### config.mk
export PLATFORM = sky130hd
export DESIGN_NAME = lru_key_cache_cost_unit
export DESIGN_NICKNAME = d
export VERILOG_FILES = /design/src/rtl/lkc_pkg.sv /design/src/rtl/lkc_cell.sv /design/src/rtl/lru_key_cache_cost_unit.sv
export SDC_FILE = /design/constraint.sdc
export NUM_CORES = 2
export LEC_CHECK = 0
export BUFFER_PORTS_ARGS = -buffer_cell sky130_fd_sc_hd__clkbuf_2
export CORE_MARGIN = 8
export CORE_UTILIZATION = 50
export CTS_CLUSTER_SIZE = 24
export DETAILED_ROUTE_END_ITERATION = 16
export PLACE_DENSITY = 0.68
export SLEW_MARGIN = 10
export SYNTH_ARGS = -nofsm -noshare
export SYNTH_HDL_FRONTEND = slang
export SYNTH_SLANG_ARGS = --single-unit
### constraint.sdc
create_clock -name clk -period 28.9 [get_ports clk]
set_input_delay 2.89 -clock clk [delete_from_list [all_inputs] [get_ports clk]]
set_output_delay 2.89 -clock clk [all_outputs]
set_load 0.05 [all_outputs]
### src/rtl/lkc_pkg.sv
// ----------------------------------------------------------------------------
// lkc_pkg: shared definitions for the LRU key cache cost unit
// Sizes, cost codes, register map, the cell control struct and key folding.
// ----------------------------------------------------------------------------
package lkc_pkg;

  localparam int ENTRIES   = 32;
  localparam int KEY_CHARS = 8;

  localparam int IN_KEY_W = 64;
  localparam int KEY_W    = 8 * KEY_CHARS;
  localparam int CNT_W    = $clog2(ENTRIES + 1);
  localparam int IDX_W    = (ENTRIES > 1) ? $clog2(ENTRIES) : 1;
  localparam int CAP_W    = 6;
  localparam int CMP_W    = (CAP_W > CNT_W) ? CAP_W : CNT_W;
  localparam int COST_W   = 3;

  localparam int ADDR_W = 2;
  localparam int DATA_W = 32;

  localparam logic [COST_W-1:0] COST_HIT  = 3'd1;
  localparam logic [COST_W-1:0] COST_MISS = 3'd5;
  localparam logic [CAP_W-1:0]  CAP_RESET = 6'd32;

  // register word index within the configuration space
  localparam logic [ADDR_W-1:0] REG_CAPACITY = 2'd0;

  typedef struct packed {
    logic shift;   // load the key of the lower neighbor
    logic valid;   // cell lies inside the occupied part of the row
  } cell_ctl_t;

  // fold A-Z to lower case, drop bytes past KEY_CHARS
  function automatic logic [KEY_W-1:0] fold_key(input logic [IN_KEY_W-1:0] raw);
    logic [KEY_W-1:0] res;
    logic [7:0]       b;
    res = '0;
    for (int i = 0; i < KEY_CHARS; i++) begin
      b = raw[8*i +: 8];
      if (b >= 8'h41 && b <= 8'h5A) begin
        b = b + 8'h20;
      end
      res[8*i +: 8] = b;
    end
    return res;
  endfunction

endpackage

### src/rtl/lkc_cell.sv
// ----------------------------------------------------------------------------
// lkc_cell: one slot of the recency-ordered key row
// Holds one folded key, compares it with the lookup key, and on a shift
// takes the key of its more recent neighbor.
// ----------------------------------------------------------------------------
module lkc_cell (
  input  logic                     clk,
  input  lkc_pkg::cell_ctl_t       ctl,
  input  logic [lkc_pkg::KEY_W-1:0] lookup_key,
  input  logic [lkc_pkg::KEY_W-1:0] prev_key,
  output logic [lkc_pkg::KEY_W-1:0] key,
  output logic                     match
);
  import lkc_pkg::*;

  logic [KEY_W-1:0] key_r;

  always_ff @(posedge clk) begin
    if (ctl.shift) begin
      key_r <= prev_key;
    end
  end

  assign key   = key_r;
  assign match = ctl.valid && (key_r == lookup_key);

endmodule

### src/rtl/lru_key_cache_cost_unit.sv
// ----------------------------------------------------------------------------
// lru_key_cache_cost_unit: fully associative LRU cache of short text keys
// A row of cells kept in recency order; each beat reports hit, eviction
// and access cost.
//
//   channel  direction  payload                     handshake
//   in       input      in_key[63:0]                in_valid / in_ready
//   out      output     out_hit, out_evicted,       out_valid / out_ready
//                       out_cost[2:0]
//   cfg      input      APB write/read, capacity    psel/penable/pwrite/pready
//
// One beat per cycle while in_ready is high: a key is looked up against all
// cells, the row shifts and the result register loads at the same edge.
// in_ready drops only while a finished result waits on out_ready.
// Synchronous active-low reset empties the row and sets capacity to 32.
// ----------------------------------------------------------------------------
module lru_key_cache_cost_unit (
  input  logic                          clk,
  input  logic                          rst_n,
  input  logic                          in_valid,
  output logic                          in_ready,
  input  logic [lkc_pkg::IN_KEY_W-1:0]  in_key,
  output logic                          out_valid,
  input  logic                          out_ready,
  output logic                          out_hit,
  output logic                          out_evicted,
  output logic [lkc_pkg::COST_W-1:0]    out_cost,
  input  logic                          psel,
  input  logic                          penable,
  input  logic                          pwrite,
  input  logic [lkc_pkg::ADDR_W-1:0]    paddr,
  input  logic [lkc_pkg::DATA_W-1:0]    pwdata,
  output logic [lkc_pkg::DATA_W-1:0]    prdata,
  output logic                          pready
);
  import lkc_pkg::*;

  logic [CAP_W-1:0]  capacity_r;
  logic [CNT_W-1:0]  count_r, count_nxt;
  logic              out_valid_r, out_valid_nxt;
  logic              out_hit_r, out_hit_nxt;
  logic              out_evicted_r, out_evicted_nxt;
  logic [COST_W-1:0] out_cost_r, out_cost_nxt;

  logic [KEY_W-1:0]   lookup_key;
  logic [KEY_W-1:0]   cell_key [ENTRIES];
  logic [ENTRIES-1:0] match_vec;
  cell_ctl_t          cell_ctl [ENTRIES];

  logic [CMP_W-1:0]  cap_eff;
  logic [CMP_W-1:0]  cap_ext;
  logic [CMP_W-1:0]  cnt_ext;
  logic              accept;
  logic              update;
  logic              hit_c;
  logic              evict_c;
  logic [IDX_W-1:0]  match_idx;
  logic [CNT_W-1:0]  shift_lim;
  logic              cfg_wr;

  // ---------------------------------------------------------------- config
  assign pready = 1'b1;
  assign cfg_wr = psel && penable && pwrite && pready && (paddr == REG_CAPACITY);
  assign prdata = DATA_W'(capacity_r);

  always_ff @(posedge clk) begin
    if (!rst_n) begin
      capacity_r <= CAP_RESET;
    end else if (cfg_wr) begin
      capacity_r <= pwdata[CAP_W-1:0];
    end
  end

  // ---------------------------------------------------------------- lookup
  assign lookup_key = fold_key(in_key);
  assign in_ready   = !out_valid_r || out_ready;
  assign accept     = in_valid && in_ready;

  assign cap_ext = CMP_W'(capacity_r);
  assign cnt_ext = CMP_W'(count_r);
  assign cap_eff = (cap_ext > CMP_W'(ENTRIES)) ? CMP_W'(ENTRIES) : cap_ext;

  assign update  = accept && (cap_eff != '0);
  assign hit_c   = |match_vec;
  assign evict_c = !hit_c && (count_r != '0) && (cnt_ext >= cap_eff);

  // matches are unique, so an OR of the indexes encodes the hit position
  always_comb begin
    match_idx = '0;
    for (int i = 0; i < ENTRIES; i++) begin
      if (match_vec[i]) begin
        match_idx = match_idx | IDX_W'(i);
      end
    end
  end

  // highest cell that takes its neighbor's key this beat
  always_comb begin
    if (hit_c) begin
      shift_lim = CNT_W'(match_idx);
    end else if (evict_c) begin
      shift_lim = count_r - CNT_W'(1);
    end else begin
      shift_lim = count_r;
    end
  end

  always_comb begin
    count_nxt = count_r;
    if (update && !hit_c && !evict_c) begin
      count_nxt = count_r + CNT_W'(1);
    end
  end

  // ---------------------------------------------------------------- row
  for (genvar gi = 0; gi < ENTRIES; gi++) begin : g_cell
    logic [KEY_W-1:0] prev_key;

    assign cell_ctl[gi].valid = (CNT_W'(gi) < count_r);
    assign cell_ctl[gi].shift = update && (CNT_W'(gi) <= shift_lim);

    if (gi == 0) begin : g_head
      assign prev_key = lookup_key;
    end else begin : g_body
      assign prev_key = cell_key[gi-1];
    end

    lkc_cell u_cell (
      .clk        (clk),
      .ctl        (cell_ctl[gi]),
      .lookup_key (lookup_key),
      .prev_key   (prev_key),
      .key        (cell_key[gi]),
      .match      (match_vec[gi])
    );
  end

  // ---------------------------------------------------------------- result
  always_comb begin
    out_valid_nxt   = out_valid_r;
    out_hit_nxt     = out_hit_r;
    out_evicted_nxt = out_evicted_r;
    out_cost_nxt    = out_cost_r;
    if (out_valid_r && out_ready) begin
      out_valid_nxt = 1'b0;
    end
    if (accept) begin
      out_valid_nxt   = 1'b1;
      out_hit_nxt     = update && hit_c;
      out_evicted_nxt = update && evict_c;
      out_cost_nxt    = (update && hit_c) ? COST_HIT : COST_MISS;
    end
  end

  always_ff @(posedge clk) begin
    if (!rst_n) begin
      count_r     <= '0;
      out_valid_r <= 1'b0;
    end else begin
      count_r     <= count_nxt;
      out_valid_r <= out_valid_nxt;
    end
  end

  always_ff @(posedge clk) begin
    out_hit_r     <= out_hit_nxt;
    out_evicted_r <= out_evicted_nxt;
    out_cost_r    <= out_cost_nxt;
  end

  assign out_valid   = out_valid_r;
  assign out_hit     = out_hit_r;
  assign out_evicted = out_evicted_r;
  assign out_cost    = out_cost_r;

  // ---------------------------------------------------------------- checks
  a_unique_match: assert property (@(posedge clk) disable iff (!rst_n)
    $onehot0(match_vec))
    else $error("more than one cell matches the lookup key");

  a_count_bound: assert property (@(posedge clk) disable iff (!rst_n)
    CMP_W'(count_r) <= CMP_W'(ENTRIES))
    else $error("occupancy above row length");

  a_hit_keeps_count: assert property (@(posedge clk) disable iff (!rst_n)
    (update && (hit_c || evict_c)) |=> (count_r == $past(count_r)))
    else $error("occupancy changed on a hit or an eviction");

  a_insert_grows: assert property (@(posedge clk) disable iff (!rst_n)
    (update && !hit_c && !evict_c) |=> (count_r == $past(count_r) + CNT_W'(1)))
    else $error("insert without eviction did not grow occupancy");

  a_cost_code: assert property (@(posedge clk) disable iff (!rst_n)
    out_valid_r |-> ((out_hit_r && out_cost_r == COST_HIT && !out_evicted_r) ||
                     (!out_hit_r && out_cost_r == COST_MISS)))
    else $error("result fields disagree");

endmodule

# Yosys cells after proc, flatten, opt, wreduce, memory -nomap -nowiden

Cells that the tools add are included.

Eq/ne operators: 33
Add/sub/neg operators: 10
Order comparisons: 82
Reductions and logical operators: 93
Multiplexer cells: 48

Operator list:

| cell                                                                         | number |
|---|---|
| 64-bit == test                                                               | 32 |
| 5-bit by 6-bit <= comparator with 1-bit output (first input constant)        | 16 |
| 5-bit by 6-bit less-than comparator with 1-bit output (first input constant) | 16 |
| 1-bit logical AND                                                            | 84 |
| 5-bit two-way mux                                                            | 16 |
| 8-bit by 6-bit adder with 8-bit output (second input constant)               | 8 |
| 8-bit by 7-bit >= comparator with 1-bit output (second input constant)       | 8 |
| 8-bit by 7-bit <= comparator with 1-bit output (second input constant)       | 8 |
| 8-bit two-way mux                                                            | 8 |
| 4-bit by 6-bit <= comparator with 1-bit output (first input constant)        | 8 |
| 4-bit by 6-bit less-than comparator with 1-bit output (first input constant) | 8 |
| 6-bit two-way mux                                                            | 6 |
| 4-bit two-way mux                                                            | 8 |
| 32-bit OR reduction                                                          | 1 |
| 3-bit by 6-bit <= comparator with 1-bit output (first input constant)        | 4 |
| 3-bit by 6-bit less-than comparator with 1-bit output (first input constant) | 4 |
| 3-bit two-way mux                                                            | 5 |
| 1-bit by 6-bit <= comparator with 1-bit output (first input constant)        | 2 |
| 2-bit by 6-bit <= comparator with 1-bit output (first input constant)        | 2 |
| 1-bit by 6-bit less-than comparator with 1-bit output (first input constant) | 2 |
| 2-bit by 6-bit less-than comparator with 1-bit output (first input constant) | 2 |
| 6-bit nonzero test                                                           | 2 |
| 6-bit by 1-bit adder with 6-bit output (second input constant)               | 1 |
| 6-bit >= comparator                                                          | 1 |
| other kinds (9)                                                              | 14 |

Register bits after elaboration: 2066
Bits of input ports: 105
Output and inout port bits: 40

# Logic depth before layout (Yosys ltp)

Depth in word-level cells: 39
Depth in mapped cells: 19
Gate-level depth less buffers: 16

# Modules after synthesis

From an unflattened synthesis, not the netlist that was laid out.

Cells, all modules: 5615
Area, all modules: 87793.0 sq um

Modules (own cells, without submodules):

| module                  | area each (sq um) | cells each | seq. area each (sq um) | instances |
|---|---|---|---|---|
| lkc_cell                | 2653.8            | 163        | 1921.8                 | 32 |
| lru_key_cache_cost_unit | 2871.5            | 399        | 350.3                  | 1 |

# Worst setup path before layout

No wires, ideal clock.

Path type: in2reg
From: in in_key[50] (netlist name)
To: reg g_cell[27].u_cell.key_r[0] (enable)
Setup time: 0.585 ns
Data arrival time: 11.358 ns
Slack: 16.958 ns
Path buffers: 4
Stages on the path: 16
Cells stage by stage: buf_4 > or4_1 > buf_2 > or3b_1 > buf_2 > and2_4 > buf_6 > xnor2_1 > a211oi_1 > or4bb_1 > or4_1 > and3b_1 > nand3_1 > o21bai_1 > nand3_1 > o32ai_1

RTL lines:

| item                 | line                          | text |
|---|---|---|
| start, declared      | lru_key_cache_cost_unit.sv:22 | `input logic [lkc_pkg::IN_KEY_W-1:0] in_key,` |
| end signal, assigned | lkc_cell.sv:20                | `key_r <= prev_key;` |
| end, declared        | lkc_cell.sv:16                | `logic [KEY_W-1:0] key_r;` |

==> impl_results.md <==
* Status: complete, no violations
* Leak at 32.9 nW
* CP top delay family: simple AND/OR/NAND/NOR gates
* Root Buffer: clkbuf_16
* Layout Skew at 59.9 ps
* WL final at roughly 380,000 µm
* Rel. slew slack at 10.9%
* Register bit total from synthesis at slightly above 2k
* Syn_area_per_cell at ~14 µm²
* RSZ-0062 raised after global routing: false
* First-pass GRT wire length at 505,000 µm
* Max_cap viols at 0
* Crit path DAT at 11,390 ps
* Hold path startpoint: g_cell[23].u_cell.key[42]$_DFFE_PP_
* GR Util All Layers at 36.1%
* Chip width at between 400 and 500 µm
* Clock slew at reported path FFs at around 60 ps
* Slew @ Worst Pin at 1340 ps
* CTS Sinks at 2,064
* Cells along the critical path: clkbuf_2 > buf_4 > or4_1 > o221ai_1 > buf_4 > and2_1 > buf_4 > inv_2 > xnor2_1 > nand4_1 > or4_1 > o32ai_2 > a221o_1 > or2_2 > nor3_2 > a31oi_2 > nand2_1 > o21ai_4 > buf_4
* Flop pwr share at 49.8%
* Sw Pwr at 0.00164 W
* Met1 Use GR at 44.7%
* Clock Path Buffers at 3
* Port Buf Inserts at 89
* Worst slack, placed at 17,430 ps
* Synth-to-layout area growth at 12.1%
* Iter 0 DRT Violations at 8,789
* Die ar. at 202,000 µm²
* Wire per inst at 39.9 µm
* Most common cell after layout, fill and taps aside: edfxtp_1
* Number of hold buffers added after CTS at 0
* Endpoint class of the critical path: flip-flop
* Crit path depth at 19
* Synth cell types at between 100 and 150
* Worst Hold End: g_cell[24].u_cell.key[42]$_DFFE_PP_
* Skew-Pair Late Insertion Delay at 880 ps
* Min-Delay Path Class: reg2reg
* R2R cell count at 18
* Slew Limit Fails at 0
* TritonCTS clock tree: done
* Antenna violations before repair at 33
* Ports at around 150
* Internal power at 0.00499 W
* Starting Density at about half
* DP Wirelength at roughly 280,000 µm
* TNS Setup at 0 ps
* Worst Slack Setup Final at 17,970 ps
* Gr ovfl total at 0
* Endpoints failing setup at 0
* CP Launch Type: primary input
* GRT met3 Usage at 8.19%
* Hold Violations, Final at 0
* Synth Instances at 6,557
* Hold path depth at 0
* Max Clk Rate at 91.5 MHz
* Peak fanout along the critical path at 50
* Total chip power at 0.00663 W
* Top FF cell, synth: edfxtp_1
* Number of global-route vias before repair at 60.4k
* Period utilisation layout at approximately 38%
* RePlAce Congestion at 1.03
* ANT nets after route at 0
* H-tree depth at 4
* Worst VDD drop at between 0.06 and 0.07 mV
* Fraction of registers with async set/reset at 0%
* Reg-to-Reg Start: cnt_ext[1]$_SDFFE_PN0P_
* CP max stage cell: o32ai_2
* Clock period minus worst slack at 10,930 ps
* # resized after CTS at 0
* Power share of the combinational group at 8.4%
* Cell Rows at 159
* Fraction of layout cells with a size suffix above 1 at 10.5%
* Sw frac at 24.8%
* Worst Path Buf+Inv at 6
* Worst R2R End: g_cell[22].u_cell.key[35]$_DFFE_PP_
* Clock share of power at 41.8%
* Worst R2R Setup Slack at 20,860 ps
* Max incr delay on CP at around 1100 ps
* Num CTS Buffers at 211
* Most used routing layer: met2
* EDFF count, synth at 2,051
* Core box area at 187,000 µm²
* Die height at 450 µm
* Top cell by count, worst path: buf_4
* Power Dens Cells at 62.9 nW/µm²
* WP data required at 29,360 ps
* Yosys warns at 0
* Drt pass-1 iters at 8
* Sequential area share after synthesis at 65.7%
* Setup repair bufs after CTS at 0
* Nets at just under 7k
* Hold Worst Slack at 449 ps
* Via count at 62.0k
* Remaining DRCs at 0
* # fillers at 15.1k
* M2 GR Usage at 57.7%
* Crit path kind: in2reg
* Post-Syn Area at approximately 94,000 µm²
* Largest net degree at the start of global routing at 67
* Vias per cell at roughly 6.5
* Most frequent cells in the layout: edfxtp_1 (2,051), xnor2_1 (991), xor2_1 (849), nand4_1 (397), nor4_1 (327)
==> synth_stat cells, drive strengths merged, types with 54 or more instances <==
master	n	area, µm²
a21oi	75	383
nand4	397	2480
inv	83	312
clkbuf	109	409
nand2b	54	338
nor2	163	622
xnor2	992	8700
xor2	849	7440
nor3	130	676
buf	206	1090
nand3	110	551
nor4	336	2120
nand2	149	559
o21ai	70	354
edfxtp	2051	61600
==> metal layers <==
metal	vias up	wire, µm
met5	-	71
li1	25300	-
met3	1054	37500
met4	12	28700
met2	3951	174000
met1	31705	138000
==> final cells by class <==
type | instances | area (µm²) | area share, %
sequential | 2064 | 61900 | 58.7
multi-input combinational | 4118 | 31100 | 29.5
clock buffer | 252 | 5480 | 5.19
tap | 2495 | 3120 | 2.96
timing repair buffer | 298 | 2140 | 2.03
clock inverter | 144 | 1420 | 1.35
inverter | 87 | 328 | 0.311
antenna | 16 | 40.0 | 0.0380
==> stage by stage <==
step | cell area, µm² | cells | util (%)
finish | 105000 | 9474 | 56.3
CTS | 105000 | 9458 | 56.2
floorplan | 94200 | 6584 | -
global route | 105000 | 9465 | 56.2
global placement | 98500 | 9062 | 52.6
detailed placement | 98500 | 9062 | 52.6
==> sequential cells by signal, summed over array words and instances (netlist names) <==
| register | count |
|---|---|
| out_evicted | 1 |
| out_valid | 1 |
| cnt_ext | 6 |
| out_cost | 1 |
| cap_ext | 6 |
| out_hit | 1 |
| g_cell.u_cell.key | 2048 |
==> worst max-delay path by stage <==
stage	startpoint	end	slack, ps
3_3_place_gp	in_key[56]	g_cell[22].u_cell.key[35]$_DFFE_PP_	17450
4_1_cts	in_key[56]	g_cell[22].u_cell.key[35]$_DFFE_PP_	18320
2_1_floorplan	in_key[50]	g_cell[27].u_cell.key[0]$_DFFE_PP_	16960
6_report	in_key[56]	g_cell[22].u_cell.key[35]$_DFFE_PP_	17970
3_5_place_dp	in_key[56]	g_cell[22].u_cell.key[35]$_DFFE_PP_	17430
5_1_grt	in_key[56]	g_cell[22].u_cell.key[35]$_DFFE_PP_	17990
==> kinds of logic (layout without fill, tap and decap cells) <==
group	after synthesis	in the layout	synth area share, %
fa+ha+maj	17	17	0.226
simple gates	1710	1710	10.8
compound gates	506	506	3.94
other cells	2	45	0.00798
buf+inv	402	781	1.94
flops	2064	2064	65.7
xor+xnor	1841	1841	17.1
mux	15	15	0.162
==> power by group through the flow <==
| stage | Combinational [W] | Clock [W] | Sequential, W |
|---|---|---|---|
| after CTS | 0.000539 | 0.00278 | 0.00330 |
| after global placement | 0.000536 | 0 | 0.00336 |
| after detailed placement | 0.000536 | 0 | 0.00337 |
| final | 0.000558 | 0.00277 | 0.00330 |
| after floorplan | 0.000305 | 0 | 0.00336 |
| after global routing | 0.000566 | 0.00288 | 0.00330 |
No activity file was read; power rests on OpenSTA's default activity.
